## src/hw/rtl/smus_pkg.sv

```systemverilog
// Shared types, constants and saturation helpers for the segment map usage statistics unit.
package smus_pkg;

   localparam int ADDR_BITS_DEFAULT  = 24;
   localparam int COUNT_BITS_DEFAULT = 16;
   localparam int KB_SHIFT           = 10;
   localparam int CSR_ADDR_BITS      = 3;
   localparam int CSR_DATA_BITS      = 32;

   // register select, taken from paddr[2]
   localparam logic CSR_REG_CORE_BOTTOM = 1'b0;
   localparam logic CSR_REG_CORE_TOP    = 1'b1;

   typedef struct packed {
      logic        end_of_queue;
      logic [23:0] seg_start;
      logic [23:0] seg_bytes;
      logic        is_shared_text;
      logic        is_stack;
      logic        is_system;
      logic [7:0]  ref_count;
   } smus_req_type;

   typedef struct packed {
      logic [13:0] total_kb;
      logic [13:0] used_kb;
      logic [13:0] free_kb;
      logic [13:0] shared_kb;
      logic [21:0] saved_kb;
      logic [13:0] stack_kb;
      logic [13:0] system_kb;
      logic [13:0] largest_hole_kb;
      logic [15:0] segment_count;
      logic [15:0] shared_count;
      logic [15:0] hole_count;
      logic        changed;
   } smus_rsp_type;

   // Walk figures after the current item, counts already capped to 16 bits.
   typedef struct packed {
      logic [31:0] used_sum;
      logic [31:0] shared_sum;
      logic [39:0] saved_sum;
      logic [31:0] stack_sum;
      logic [31:0] system_sum;
      logic [13:0] hole_kb;
      logic [15:0] seg_count;
      logic [15:0] shr_count;
      logic [15:0] hole_count;
   } smus_stats_type;

   function automatic logic [31:0] sat_add32(input logic [31:0] a, input logic [31:0] b);
      logic [32:0] s;
      s = {1'b0, a} + {1'b0, b};
      return s[32] ? '1 : s[31:0];
   endfunction

   function automatic logic [39:0] sat_add40(input logic [39:0] a, input logic [39:0] b);
      logic [40:0] s;
      s = {1'b0, a} + {1'b0, b};
      return s[40] ? '1 : s[39:0];
   endfunction

   function automatic logic [13:0] cap14(input logic [31:0] v);
      return (|v[31:14]) ? '1 : v[13:0];
   endfunction

   function automatic logic [15:0] cap16(input logic [31:0] v);
      return (|v[31:16]) ? '1 : v[15:0];
   endfunction

   function automatic logic [21:0] cap22(input logic [31:0] v);
      return (|v[31:22]) ? '1 : v[21:0];
   endfunction

endpackage

```

## src/hw/rtl/smus_csr.sv

```systemverilog
// Configuration registers core_bottom and core_top behind the APB-style port.
module smus_csr #(
   parameter int ADDR_BITS = smus_pkg::ADDR_BITS_DEFAULT
) (
   input  logic                                clock,
   input  logic                                reset,
   input  logic                                psel,
   input  logic                                penable,
   input  logic                                pwrite,
   input  logic [smus_pkg::CSR_ADDR_BITS-1:0]  paddr,
   input  logic [smus_pkg::CSR_DATA_BITS-1:0]  pwdata,
   output logic [smus_pkg::CSR_DATA_BITS-1:0]  prdata,
   output logic                                pready,
   output logic [ADDR_BITS-1:0]                core_bottom,
   output logic [ADDR_BITS-1:0]                core_top
);

   logic [ADDR_BITS-1:0] bottom_ff, bottom_in;
   logic [ADDR_BITS-1:0] top_ff, top_in;
   logic                 wr_en;

   assign pready = 1'b1;
   assign wr_en  = psel & penable & pwrite;

   always_comb begin
      bottom_in = bottom_ff;
      top_in    = top_ff;
      if (wr_en) begin
         case (paddr[2])
            smus_pkg::CSR_REG_CORE_BOTTOM: bottom_in = ADDR_BITS'(pwdata);
            smus_pkg::CSR_REG_CORE_TOP:    top_in    = ADDR_BITS'(pwdata);
            default: ;
         endcase
      end
   end

   always_comb begin
      case (paddr[2])
         smus_pkg::CSR_REG_CORE_BOTTOM: prdata = smus_pkg::CSR_DATA_BITS'(bottom_ff);
         smus_pkg::CSR_REG_CORE_TOP:    prdata = smus_pkg::CSR_DATA_BITS'(top_ff);
         default:                       prdata = '0;
      endcase
   end

   always_ff @(posedge clock) begin
      if (reset) begin
         bottom_ff <= '0;
         top_ff    <= '0;
      end else begin
         bottom_ff <= bottom_in;
         top_ff    <= top_in;
      end
   end

   assign core_bottom = bottom_ff;
   assign core_top    = top_ff;

endmodule

```

## src/hw/rtl/smus_accum.sv

```systemverilog
// Walk accumulators: byte sums, counts, hole tracking and previous segment end.
module smus_accum #(
   parameter int ADDR_BITS  = smus_pkg::ADDR_BITS_DEFAULT,
   parameter int COUNT_BITS = smus_pkg::COUNT_BITS_DEFAULT
) (
   input  logic                     clock,
   input  logic                     reset,
   input  logic [ADDR_BITS-1:0]     core_bottom,
   input  logic [ADDR_BITS-1:0]     core_top,
   input  logic                     item_go,
   input  smus_pkg::smus_req_type   item,
   output smus_pkg::smus_stats_type stats
);

   logic [ADDR_BITS:0]   prev_end_ff, prev_end_in;
   logic                 started_ff;
   logic [31:0]          used_ff, used_in;
   logic [31:0]          shared_ff, shared_in;
   logic [39:0]          saved_ff, saved_in;
   logic [31:0]          stack_ff, stack_in;
   logic [31:0]          system_ff, system_in;
   logic [ADDR_BITS-1:0] big_ff, big_in;
   logic [COUNT_BITS-1:0] seg_cnt_ff, seg_cnt_in;
   logic [COUNT_BITS-1:0] shr_cnt_ff, shr_cnt_in;
   logic [COUNT_BITS-1:0] gap_cnt_ff, gap_cnt_in;

   logic [ADDR_BITS-1:0] start;
   logic [ADDR_BITS-1:0] bytes;
   logic [ADDR_BITS:0]   prev;
   logic [ADDR_BITS:0]   target;
   logic                 gap_hit;
   logic [ADDR_BITS-1:0] gap;
   logic [7:0]           refs_m1;
   logic [ADDR_BITS+7:0] saved_prod;
   logic                 is_seg;
   logic                 is_shr;

   always_comb begin
      start      = ADDR_BITS'(item.seg_start);
      bytes      = ADDR_BITS'(item.seg_bytes);
      is_seg     = !item.end_of_queue;
      is_shr     = is_seg && item.is_shared_text;
      prev       = started_ff ? prev_end_ff : {1'b0, core_bottom};
      // the end marker closes the walk against core top
      target     = item.end_of_queue ? {1'b0, core_top} : {1'b0, start};
      gap_hit    = target > prev;
      gap        = ADDR_BITS'(target - prev);
      refs_m1    = item.ref_count - 8'd1;
      saved_prod = (ADDR_BITS+8)'(refs_m1) * (ADDR_BITS+8)'(bytes);
      prev_end_in = {1'b0, start} + {1'b0, bytes};

      gap_cnt_in = (gap_hit && gap_cnt_ff != '1) ? gap_cnt_ff + COUNT_BITS'(1) : gap_cnt_ff;
      big_in     = (gap_hit && gap > big_ff) ? gap : big_ff;
      seg_cnt_in = (is_seg && seg_cnt_ff != '1) ? seg_cnt_ff + COUNT_BITS'(1) : seg_cnt_ff;
      shr_cnt_in = (is_shr && shr_cnt_ff != '1) ? shr_cnt_ff + COUNT_BITS'(1) : shr_cnt_ff;
      used_in    = is_seg ? smus_pkg::sat_add32(used_ff, 32'(bytes)) : used_ff;
      shared_in  = is_shr ? smus_pkg::sat_add32(shared_ff, 32'(bytes)) : shared_ff;
      saved_in   = (is_shr && item.ref_count > 8'd1)
                   ? smus_pkg::sat_add40(saved_ff, 40'(saved_prod)) : saved_ff;
      stack_in   = (is_seg && item.is_stack)
                   ? smus_pkg::sat_add32(stack_ff, 32'(bytes)) : stack_ff;
      system_in  = (is_seg && item.is_system)
                   ? smus_pkg::sat_add32(system_ff, 32'(bytes)) : system_ff;

      stats.used_sum   = used_in;
      stats.shared_sum = shared_in;
      stats.saved_sum  = saved_in;
      stats.stack_sum  = stack_in;
      stats.system_sum = system_in;
      stats.hole_kb    = smus_pkg::cap14(32'(big_in >> smus_pkg::KB_SHIFT));
      stats.seg_count  = smus_pkg::cap16(32'(seg_cnt_in));
      stats.shr_count  = smus_pkg::cap16(32'(shr_cnt_in));
      stats.hole_count = smus_pkg::cap16(32'(gap_cnt_in));
   end

   always_ff @(posedge clock) begin
      if (reset || (item_go && item.end_of_queue)) begin
         prev_end_ff <= '0;
         started_ff  <= 1'b0;
         used_ff     <= '0;
         shared_ff   <= '0;
         saved_ff    <= '0;
         stack_ff    <= '0;
         system_ff   <= '0;
         big_ff      <= '0;
         seg_cnt_ff  <= '0;
         shr_cnt_ff  <= '0;
         gap_cnt_ff  <= '0;
      end else if (item_go) begin
         prev_end_ff <= prev_end_in;
         started_ff  <= 1'b1;
         used_ff     <= used_in;
         shared_ff   <= shared_in;
         saved_ff    <= saved_in;
         stack_ff    <= stack_in;
         system_ff   <= system_in;
         big_ff      <= big_in;
         seg_cnt_ff  <= seg_cnt_in;
         shr_cnt_ff  <= shr_cnt_in;
         gap_cnt_ff  <= gap_cnt_in;
      end
   end

endmodule

```

## src/hw/rtl/smus_report.sv

```systemverilog
// Report formatting in Kb, change detection against the last report, result register.
module smus_report #(
   parameter int ADDR_BITS = smus_pkg::ADDR_BITS_DEFAULT
) (
   input  logic                     clock,
   input  logic                     reset,
   input  logic [ADDR_BITS-1:0]     core_bottom,
   input  logic [ADDR_BITS-1:0]     core_top,
   input  logic                     load,
   input  smus_pkg::smus_stats_type stats,
   input  logic                     rsp_ready,
   output logic                     rsp_valid,
   output smus_pkg::smus_rsp_type   rsp_payload
);

   typedef struct packed {
      logic [13:0] total_kb;
      logic [13:0] used_kb;
      logic [13:0] hole_kb;
      logic [13:0] shared_kb;
      logic [13:0] stack_kb;
      logic [13:0] system_kb;
      logic [15:0] seg_count;
   } key_type;

   logic                   out_valid_ff, out_valid_in;
   smus_pkg::smus_rsp_type out_ff, out_in;
   key_type                last_ff, last_in;
   logic [ADDR_BITS-1:0]   span;

   always_comb begin
      span = core_top - core_bottom;
      out_in.total_kb = (core_top > core_bottom)
                        ? smus_pkg::cap14(32'(span >> smus_pkg::KB_SHIFT)) : '0;
      out_in.used_kb   = smus_pkg::cap14(32'(stats.used_sum[31:10]));
      out_in.free_kb   = (out_in.total_kb > out_in.used_kb)
                         ? out_in.total_kb - out_in.used_kb : '0;
      out_in.shared_kb = smus_pkg::cap14(32'(stats.shared_sum[31:10]));
      out_in.saved_kb  = smus_pkg::cap22(32'(stats.saved_sum[39:10]));
      out_in.stack_kb  = smus_pkg::cap14(32'(stats.stack_sum[31:10]));
      out_in.system_kb = smus_pkg::cap14(32'(stats.system_sum[31:10]));
      out_in.largest_hole_kb = stats.hole_kb;
      out_in.segment_count   = stats.seg_count;
      out_in.shared_count    = stats.shr_count;
      out_in.hole_count      = stats.hole_count;

      last_in.total_kb  = out_in.total_kb;
      last_in.used_kb   = out_in.used_kb;
      last_in.hole_kb   = out_in.largest_hole_kb;
      last_in.shared_kb = out_in.shared_kb;
      last_in.stack_kb  = out_in.stack_kb;
      last_in.system_kb = out_in.system_kb;
      last_in.seg_count = out_in.segment_count;
      out_in.changed    = (last_in != last_ff);

      // hold until taken, a new load replaces a taken one
      out_valid_in = load | (out_valid_ff & ~rsp_ready);
   end

   always_ff @(posedge clock) begin
      if (reset) begin
         out_valid_ff <= 1'b0;
         last_ff      <= '0;
      end else begin
         out_valid_ff <= out_valid_in;
         if (load) begin
            last_ff <= last_in;
         end
      end
   end

   always_ff @(posedge clock) begin
      if (load) begin
         out_ff <= out_in;
      end
   end

   assign rsp_valid   = out_valid_ff;
   assign rsp_payload = out_ff;

endmodule

```

## src/hw/rtl/segment_map_usage_stats_unit.sv

```systemverilog
// Top level of the segment map usage statistics unit: input register and handshake control.
//
//   channel  direction  handshake              payload
//   req      in         req_valid / req_ready  smus_req_type (segment or end marker)
//   rsp      out        rsp_valid / rsp_ready  smus_rsp_type (one report per end marker)
//   csr      in/out     psel/penable/pwrite    core_bottom at 0x0, core_top at 0x4
//
// One item per cycle while no end marker stalls: an item is held in the input
// register, and its accumulator update is a single pass of adds, one 8 x ADDR_BITS
// multiply and compares. A report loads into the result register at the edge at
// which the end marker leaves the input register.
// Synchronous reset clears the walk and the last report.
// Segment items keep flowing while a report waits; an end marker stalls only
// while the previous report is still held in the result register.
module segment_map_usage_stats_unit #(
   parameter int ADDR_BITS  = smus_pkg::ADDR_BITS_DEFAULT,
   parameter int COUNT_BITS = smus_pkg::COUNT_BITS_DEFAULT
) (
   input  logic                               clock,
   input  logic                               reset,
   input  logic                               req_valid,
   output logic                               req_ready,
   input  smus_pkg::smus_req_type             req_payload,
   output logic                               rsp_valid,
   input  logic                               rsp_ready,
   output smus_pkg::smus_rsp_type             rsp_payload,
   input  logic                               psel,
   input  logic                               penable,
   input  logic                               pwrite,
   input  logic [smus_pkg::CSR_ADDR_BITS-1:0] paddr,
   input  logic [smus_pkg::CSR_DATA_BITS-1:0] pwdata,
   output logic [smus_pkg::CSR_DATA_BITS-1:0] prdata,
   output logic                               pready
);

   logic                     s1_valid_ff, s1_valid_in;
   smus_pkg::smus_req_type   s1_ff;
   logic                     s1_go;
   logic [ADDR_BITS-1:0]     core_bottom;
   logic [ADDR_BITS-1:0]     core_top;
   smus_pkg::smus_stats_type stats;

   smus_csr #(
      .ADDR_BITS (ADDR_BITS)
   ) u_csr (
      .clock       (clock),
      .reset       (reset),
      .psel        (psel),
      .penable     (penable),
      .pwrite      (pwrite),
      .paddr       (paddr),
      .pwdata      (pwdata),
      .prdata      (prdata),
      .pready      (pready),
      .core_bottom (core_bottom),
      .core_top    (core_top)
   );

   // advance the held item unless it is an end marker blocked by a waiting report
   always_comb begin
      s1_go       = s1_valid_ff & (~s1_ff.end_of_queue | ~rsp_valid | rsp_ready);
      req_ready   = ~s1_valid_ff | s1_go;
      s1_valid_in = req_valid | (s1_valid_ff & ~s1_go);
   end

   always_ff @(posedge clock) begin
      if (reset) begin
         s1_valid_ff <= 1'b0;
      end else begin
         s1_valid_ff <= s1_valid_in;
      end
   end

   always_ff @(posedge clock) begin
      if (req_valid && req_ready) begin
         s1_ff <= req_payload;
      end
   end

   smus_accum #(
      .ADDR_BITS  (ADDR_BITS),
      .COUNT_BITS (COUNT_BITS)
   ) u_accum (
      .clock       (clock),
      .reset       (reset),
      .core_bottom (core_bottom),
      .core_top    (core_top),
      .item_go     (s1_go),
      .item        (s1_ff),
      .stats       (stats)
   );

   smus_report #(
      .ADDR_BITS (ADDR_BITS)
   ) u_report (
      .clock       (clock),
      .reset       (reset),
      .core_bottom (core_bottom),
      .core_top    (core_top),
      .load        (s1_go & s1_ff.end_of_queue),
      .stats       (stats),
      .rsp_ready   (rsp_ready),
      .rsp_valid   (rsp_valid),
      .rsp_payload (rsp_payload)
   );

endmodule

```

## config.mk

```make
export PLATFORM = sky130hd
export DESIGN_NAME = segment_map_usage_stats_unit
export DESIGN_NICKNAME = d
export VERILOG_FILES = /design/src/hw/rtl/smus_pkg.sv /design/src/hw/rtl/smus_csr.sv /design/src/hw/rtl/smus_accum.sv /design/src/hw/rtl/smus_report.sv /design/src/hw/rtl/segment_map_usage_stats_unit.sv
export SDC_FILE = /design/constraint.sdc
export NUM_CORES = 2
export LEC_CHECK = 0
export BUFFER_PORTS_ARGS = -buffer_cell sky130_fd_sc_hd__clkbuf_2
export CAP_MARGIN = 20
export CORE_MARGIN = 5
export CORE_UTILIZATION = 48
export DETAILED_ROUTE_END_ITERATION = 10
export MAX_ROUTING_LAYER = met4
export PLACE_DENSITY_LB_ADDON = 0.2
export SLEW_MARGIN = 15
export SYNTH_ARGS = -nofsm -noshare
export SYNTH_HDL_FRONTEND = slang
export SYNTH_SLANG_ARGS = --single-unit
```

## constraint.sdc

```tcl
create_clock -name clock -period 12.9 [get_ports clock]
set_input_delay 1.29 -clock clock [delete_from_list [all_inputs] [get_ports clock]]
set_output_delay 1.29 -clock clock [all_outputs]
set_load 0.02 [all_outputs]
```

# Yosys cells after proc, flatten, opt, wreduce, memory -nomap -nowiden

Cells that the tools add are included.
Widths: inputs -> output; s select.

Memories: 0
Flip-flop bits (word level): 645
Bits in latches: 0
Memory bits (writable): 0
Bits in read-only memories: 0

Reduce and logical (&&, ||, !) cells: 25
Shift-type cells: 0
Bitwise operators: 17
Multiplexer cells: 22
Add/subtract/negate cells: 13
$lt $le $gt $ge: 5
Equality and inequality tests: 4
Div/mod/pow operators: 0
$mul: 1

Operators by type and width:

| kind                  | number |
|---|---|
| $mux 32               | 8 |
| $add 32x24->33        | 4 |
| $ne 100x100->1        | 1 |
| $mux 40               | 2 |
| $mux 14               | 5 |
| $pmux 32 s2           | 1 |
| $add 16x1->16 const B | 3 |
| $gt 24x24->1          | 2 |
| $mux 16               | 3 |
| $mux 24               | 2 |
| $ne 16x16->1 const B  | 3 |
| $sub 24x24->24        | 2 |
| $add 40x32->41        | 1 |
| $reduce_or 8->1       | 5 |
| $mul 8x24->32         | 1 |
| $add 24x24->25        | 1 |
| $gt 24x25->1          | 1 |
| $mux 25               | 1 |
| $reduce_and 2->1      | 8 |
| $gt 14x14->1          | 1 |
| $sub 14x14->14        | 1 |
| $logic_and 1x1->1     | 10 |
| $gt 8x1->1 const B    | 1 |
| $sub 8x1->8 const B   | 1 |
| other kinds (5)       | 19 |

# Depth between registers and ports, before layout

Word-level depth: 7
Mapped depth: 33
Mapped depth without buffers: 30

# Hierarchy

From an unflattened synthesis, not the netlist that was laid out.

Cells, all modules: 5199
Area, all modules: 45593.7 um^2

Modules (own cells, without submodules):

| module                       | seq. area each (um^2) | area each (um^2) | times used | cells each |
|---|---|---|---|---|
| smus_accum                   | 5325.1                | 28224.6          | 1          | 3662 |
| smus_report                  | 7096.8                | 13107.6          | 1          | 1245 |
| smus_csr                     | 960.9                 | 2379.8           | 1          | 223 |
| segment_map_usage_stats_unit | 1821.7                | 1881.8           | 1          | 69 |

# Worst setup path before layout

Ideal clock, no wire load.

Path kind: register to register
Start: register s1_ff[0] in the netlist's numbering
End: register u_report.out_ff (netlist bit u_report.rsp_payload[102]), data pin
Slack: 4.979 ns
Arrival time: 7.643 ns
Cell stages (with the launch flop): 33
Library setup time: 0.277 ns
Cell sequence: edfxtp_1 -> inv_1 -> buf_1 -> ha_1 -> inv_1 -> nor2_1 -> xnor2_1 -> clkbuf_1 -> nor2b_1 -> fa_1 -> inv_1 -> fa_1 -> inv_1 -> fa_1 -> inv_1 -> fa_1 -> inv_1 -> ha_1 -> a21o_1 -> a21o_1 -> a21o_1 -> a31oi_1 -> o211ai_1 -> a211oi_1 -> a211oi_1 -> a2111oi_0 -> o21bai_1 -> nand3_1 -> mux2_2 -> o22ai_1 -> o2111a_1 -> clkbuf_1 -> o211ai_1

Word-level cells in the longest chain between the ends: 6
Elaborated cells on any way between the ends: 8

Ends and longest elaborated chain:

| element                | line                               | text |
|---|---|---|
| start, declared        | segment_map_usage_stats_unit.sv:37 | `smus_pkg::smus_req_type s1_ff;` |
| start signal, assigned | segment_map_usage_stats_unit.sv:76 | `s1_ff <= req_payload;` |
| $sub 8x1->8            | smus_accum.sv:48                   | `refs_m1 = item.ref_count - 8'd1;` |
| $mul 8x24->32          | smus_accum.sv:49                   | `saved_prod = (ADDR_BITS+8)'(refs_m1) * (ADDR_BITS+8)'(bytes);` |
| $add 40x32->41         | smus_pkg.sv:60                     | `s = {1'b0, a} + {1'b0, b};` |
| $mux 40                | smus_pkg.sv:61                     | `return s[40] ? '1 : s[39:0];` |
| $mux 40 (*)            | smus_accum.sv:59                   | `? smus_pkg::sat_add40(saved_ff, 40'(saved_prod)) : saved_ff;` |
| $reduce_or 8->1        | smus_pkg.sv:73                     | `return (\|v[31:22]) ? '1 : v[21:0];` |
| end signal, assigned   | smus_report.sv:74                  | `out_ff <= out_in;` |
| end, declared          | smus_report.sv:27                  | `smus_pkg::smus_rsp_type out_ff, out_in;` |

Mark *: on every way between the ends. The rest lies on a longest branch, timed or not.
A chain may end at the register's enable or synchronous reset.

==> flow_summary_export.csv <==
group,metric,value,unit
yosys,ys_warn_count,0,
timing,rsz0062_at_grt,"no",
floorplanning,row_count,112,
timing,hold_viol,0,
clock_network,cts_sinks,645,
outcome,status,"completed",
clock_network,clkTransAtPathRegs,60,ps
global_route,grt_busiest_layer,"met2",
timing,period_share,74.7,%
place,pre_cts_ws,3070,ps
drt,routed_wirelength,135000,µm
global_route,gr-usage-met3,3.41,%
critical_path,arrival,10010,ps
yosys,yosys.area.top_type,"dfxtp_1",
place,io_buffers,286,
finish,nets,5946,
timing,slew_headroom,28.8,%
floorplanning,die_x,315,µm
floorplanning,dieArea,99400,µm²
hold_path,hold_class,"register to register",
yosys,synthArstFlopShare,0,%
critical_path,cp-start-kind,"register",
timing,fmax,104,MHz
timing,setup_tns,0,ps
global_route,grt.met2_usage,45.8,%
floorplanning,fp.coreArea,92900,µm²
job,maxCapViolCount,0,
yosys,synth-seq-area-share,34.0,%
finish,utilization,53.7,%
drt,drtIter0Drc,2780,
global_route,grt_max_degree,119,
timing,worstMarginPinSlew,1070,ps
place,hpwlAfterDp,96900,µm
drt,ant_nets,0,
finish,area_growth,11.6,%
yosys,syn-instance-count,5231,
power,p_per_area,147,nW/µm²
floorplanning,io_pins,306,
global_route,grt_pass1_vias,36840,
yosys,ys_ff_latch,645,
critical_path,endpoint_kind,"register",
drt,viasPerCell,5.69,
global_route,overflow,0,
power,p_total,7.36,mW
floorplanning,dieHeight,315,µm
clock_network,cts_resized,0,
global_route,use_met1,34.5,%
critical_path,crit_fanout,28,
yosys,synth.avg_cell_area,8.55,µm²
power,ir_drop,0.112,mV
timing,slew_violations,0,
power,leakage,20.6,nW
timing,setup_viol,0,
global_route,track_usage,27.1,%
drt,avgRoutedWirePerCell,20.0,µm
global_route,grt_pass1_wl,208000,µm
critical_path,cp.required,13270,ps
timing,whs,456,ps
finish,layout-drive-gt1-share,10.0,%
global_route,antenna_found_initial,5,
timing,fin_worst_skew,30.7,ps
drt,drcViolationCount,0,
yosys,synth_top_area_share,18.6,%
critical_path,r2r_setup_slack,3260,ps
timing,setup_ws,3260,ps
yosys,yosysUniqueCellTypes,90,
yosys,synthTopCellsByCount,"566 x nand2_1, 499 x nor2_1, 416 x dfxtp_1",
yosys,synth-edff-count,229,
clock_network,htreeDepth,3,
yosys,synth_ff_type,"dfxtp_1",
drt,num_vias,38236,
clock_network,root_buffer,"clkbuf_16",
clock_network,cts_setup_buffers,0,
place,dpl.cell_count,6582,
timing,fin_crit,9640,ps
critical_path,crit_type,"register to register",
yosys,yosysMostFrequentCell,"nand2_1",
place,gp_congestion,0.940,
floorplanning,start_util,48.1,%
yosys,synth_area_leaders,"dfxtp_1 19%, edfxtp_1 15%, fa_1 7.6%, ha_1 7.5%, nand2_1 4.8%",
finish,finalNonFillerCells,6724,
drt,first_pass_iters,6,
clock_network,cts_buffer_depth,3,
clock_network,cts_made_buffers,76,
clock_network,clock_latency,650,ps
place,place_area,47300,µm²
clock_network,holdBufCountCts,0,
clock_network,cts_tree,"done",
yosys,syn-cell-area,44700,µm²
finish,final_area,49900,µm²
layer usage:
layer / vias to the layer above / part of all wire, %
li1: 18628 / -
met1: 18426 / 43
met2: 1007 / 49
met3: 175 / 5.4
met4: 0 / 2.9
met5: - / 0
critical path, stage by stage (launching register included):
cell       delay [ps]
edfxtp_1         1030
buf_4             510
mux2_2            390
ha_1              500
nand4_1           170
o31ai_1           490
nand3_1           200
o21bai_1          210
a21o_1            140
a21oi_1            70
xnor2_1           440
ha_1              240
nand4_1           150
nor4_1            630
o31ai_1           250
nand3_1           170
nand4_1           120
o21ai_2           180
buf_4             340
mux2i_1           210
a221oi_1          480
nand4_1           190
nor4_1            780
o2111ai_1         230
a211o_1           300
or4_1             400
or4_1             500
flip-flops by register name, summed over array words and instances (netlist names), 25 cells and up:
register / flops
u_accum.system_ff: 32
u_accum.prev_end_ff: 25
u_accum.shared_ff: 32
u_accum.stack_ff: 32
u_report.rsp_payload: 169
u_accum.saved_ff: 40
u_accum.used_ff: 32
s1_ff: 60
u_report.last_ff: 100
cell families after synthesis:
kind of cell             Yosys count  synth area share [%]
other                              2                0.0168
buffers and inverters            661                  5.69
AO/OA/AOI/OAI                   1280                  18.0
multiplexers                      78                  1.83
adder cells (fa/ha/maj)          437                  15.1
XOR/XNOR                         301                  5.99
AND/OR/NAND/NOR                 1827                  19.4
flip-flops                       645                  34.0
path summary, 6_finish.rpt:
kind                                          start                           endpoint  depth (start not counted)
hold / removal    u_report.last_ff[92]$_SDFFE_PP0P_  u_report.last_ff[92]$_SDFFE_PP0P_                          2
setup reg to reg                s1_ff[59]$_DFFE_PP_  u_report.rsp_payload[0]$_DFFE_PP_                         26
setup / recovery                s1_ff[59]$_DFFE_PP_  u_report.rsp_payload[0]$_DFFE_PP_                         26
hold reg to reg   u_report.last_ff[92]$_SDFFE_PP0P_  u_report.last_ff[92]$_SDFFE_PP0P_                          2
report_power, final:
group	switching (mW)	internal (mW)
clock network	0.912	1.33
logic	1.75	1.08
registers	0.0676	2.22
placed cells by master, fill, tap and decap left out, drive strengths merged, types with 14 or more instances in the layout:
cell type / netlist / final
inv: 409 / 411
a21boi: 17 / 17
or3: 38 / 38
and2: 58 / 58
a311oi: 14 / 14
nor4: 18 / 18
a21oi: 406 / 406
o21ai: 291 / 291
o211ai: 31 / 31
nor2b: 145 / 145
ha: 268 / 268
a21o: 82 / 82
mux2i: 47 / 47
fa: 169 / 169
mux2: 31 / 31
and3: 48 / 48
or2: 14 / 14
a211oi: 106 / 106
and4: 17 / 17
a221oi: 18 / 18
clkbuf: 215 / 401
xnor2: 172 / 172
xor2: 126 / 126
o22ai: 24 / 24
o21a: 34 / 34
nand3: 105 / 105
edfxtp: 229 / 229
nand4: 55 / 55
buf: 37 / 56
a211o: 17 / 17
o21bai: 22 / 22
nor2: 499 / 499
o31ai: 17 / 17
nor3: 141 / 141
dfxtp: 416 / 416
a31oi: 67 / 67
nand2b: 70 / 70
nand2: 566 / 566
o2111ai: 16 / 16
final cells by class:
type / count / area [µm²]
clock buffer: 115 / 2260
tap: 1254 / 1570
sequential: 645 / 15200
timing repair buffer: 343 / 1870
fill: 8668 / 43000
inverter: 409 / 1540
clock inverter: 24 / 324
multi-input combinational: 3932 / 27100
antenna: 2 / 5.00
(Power assumes the default switching activity.)
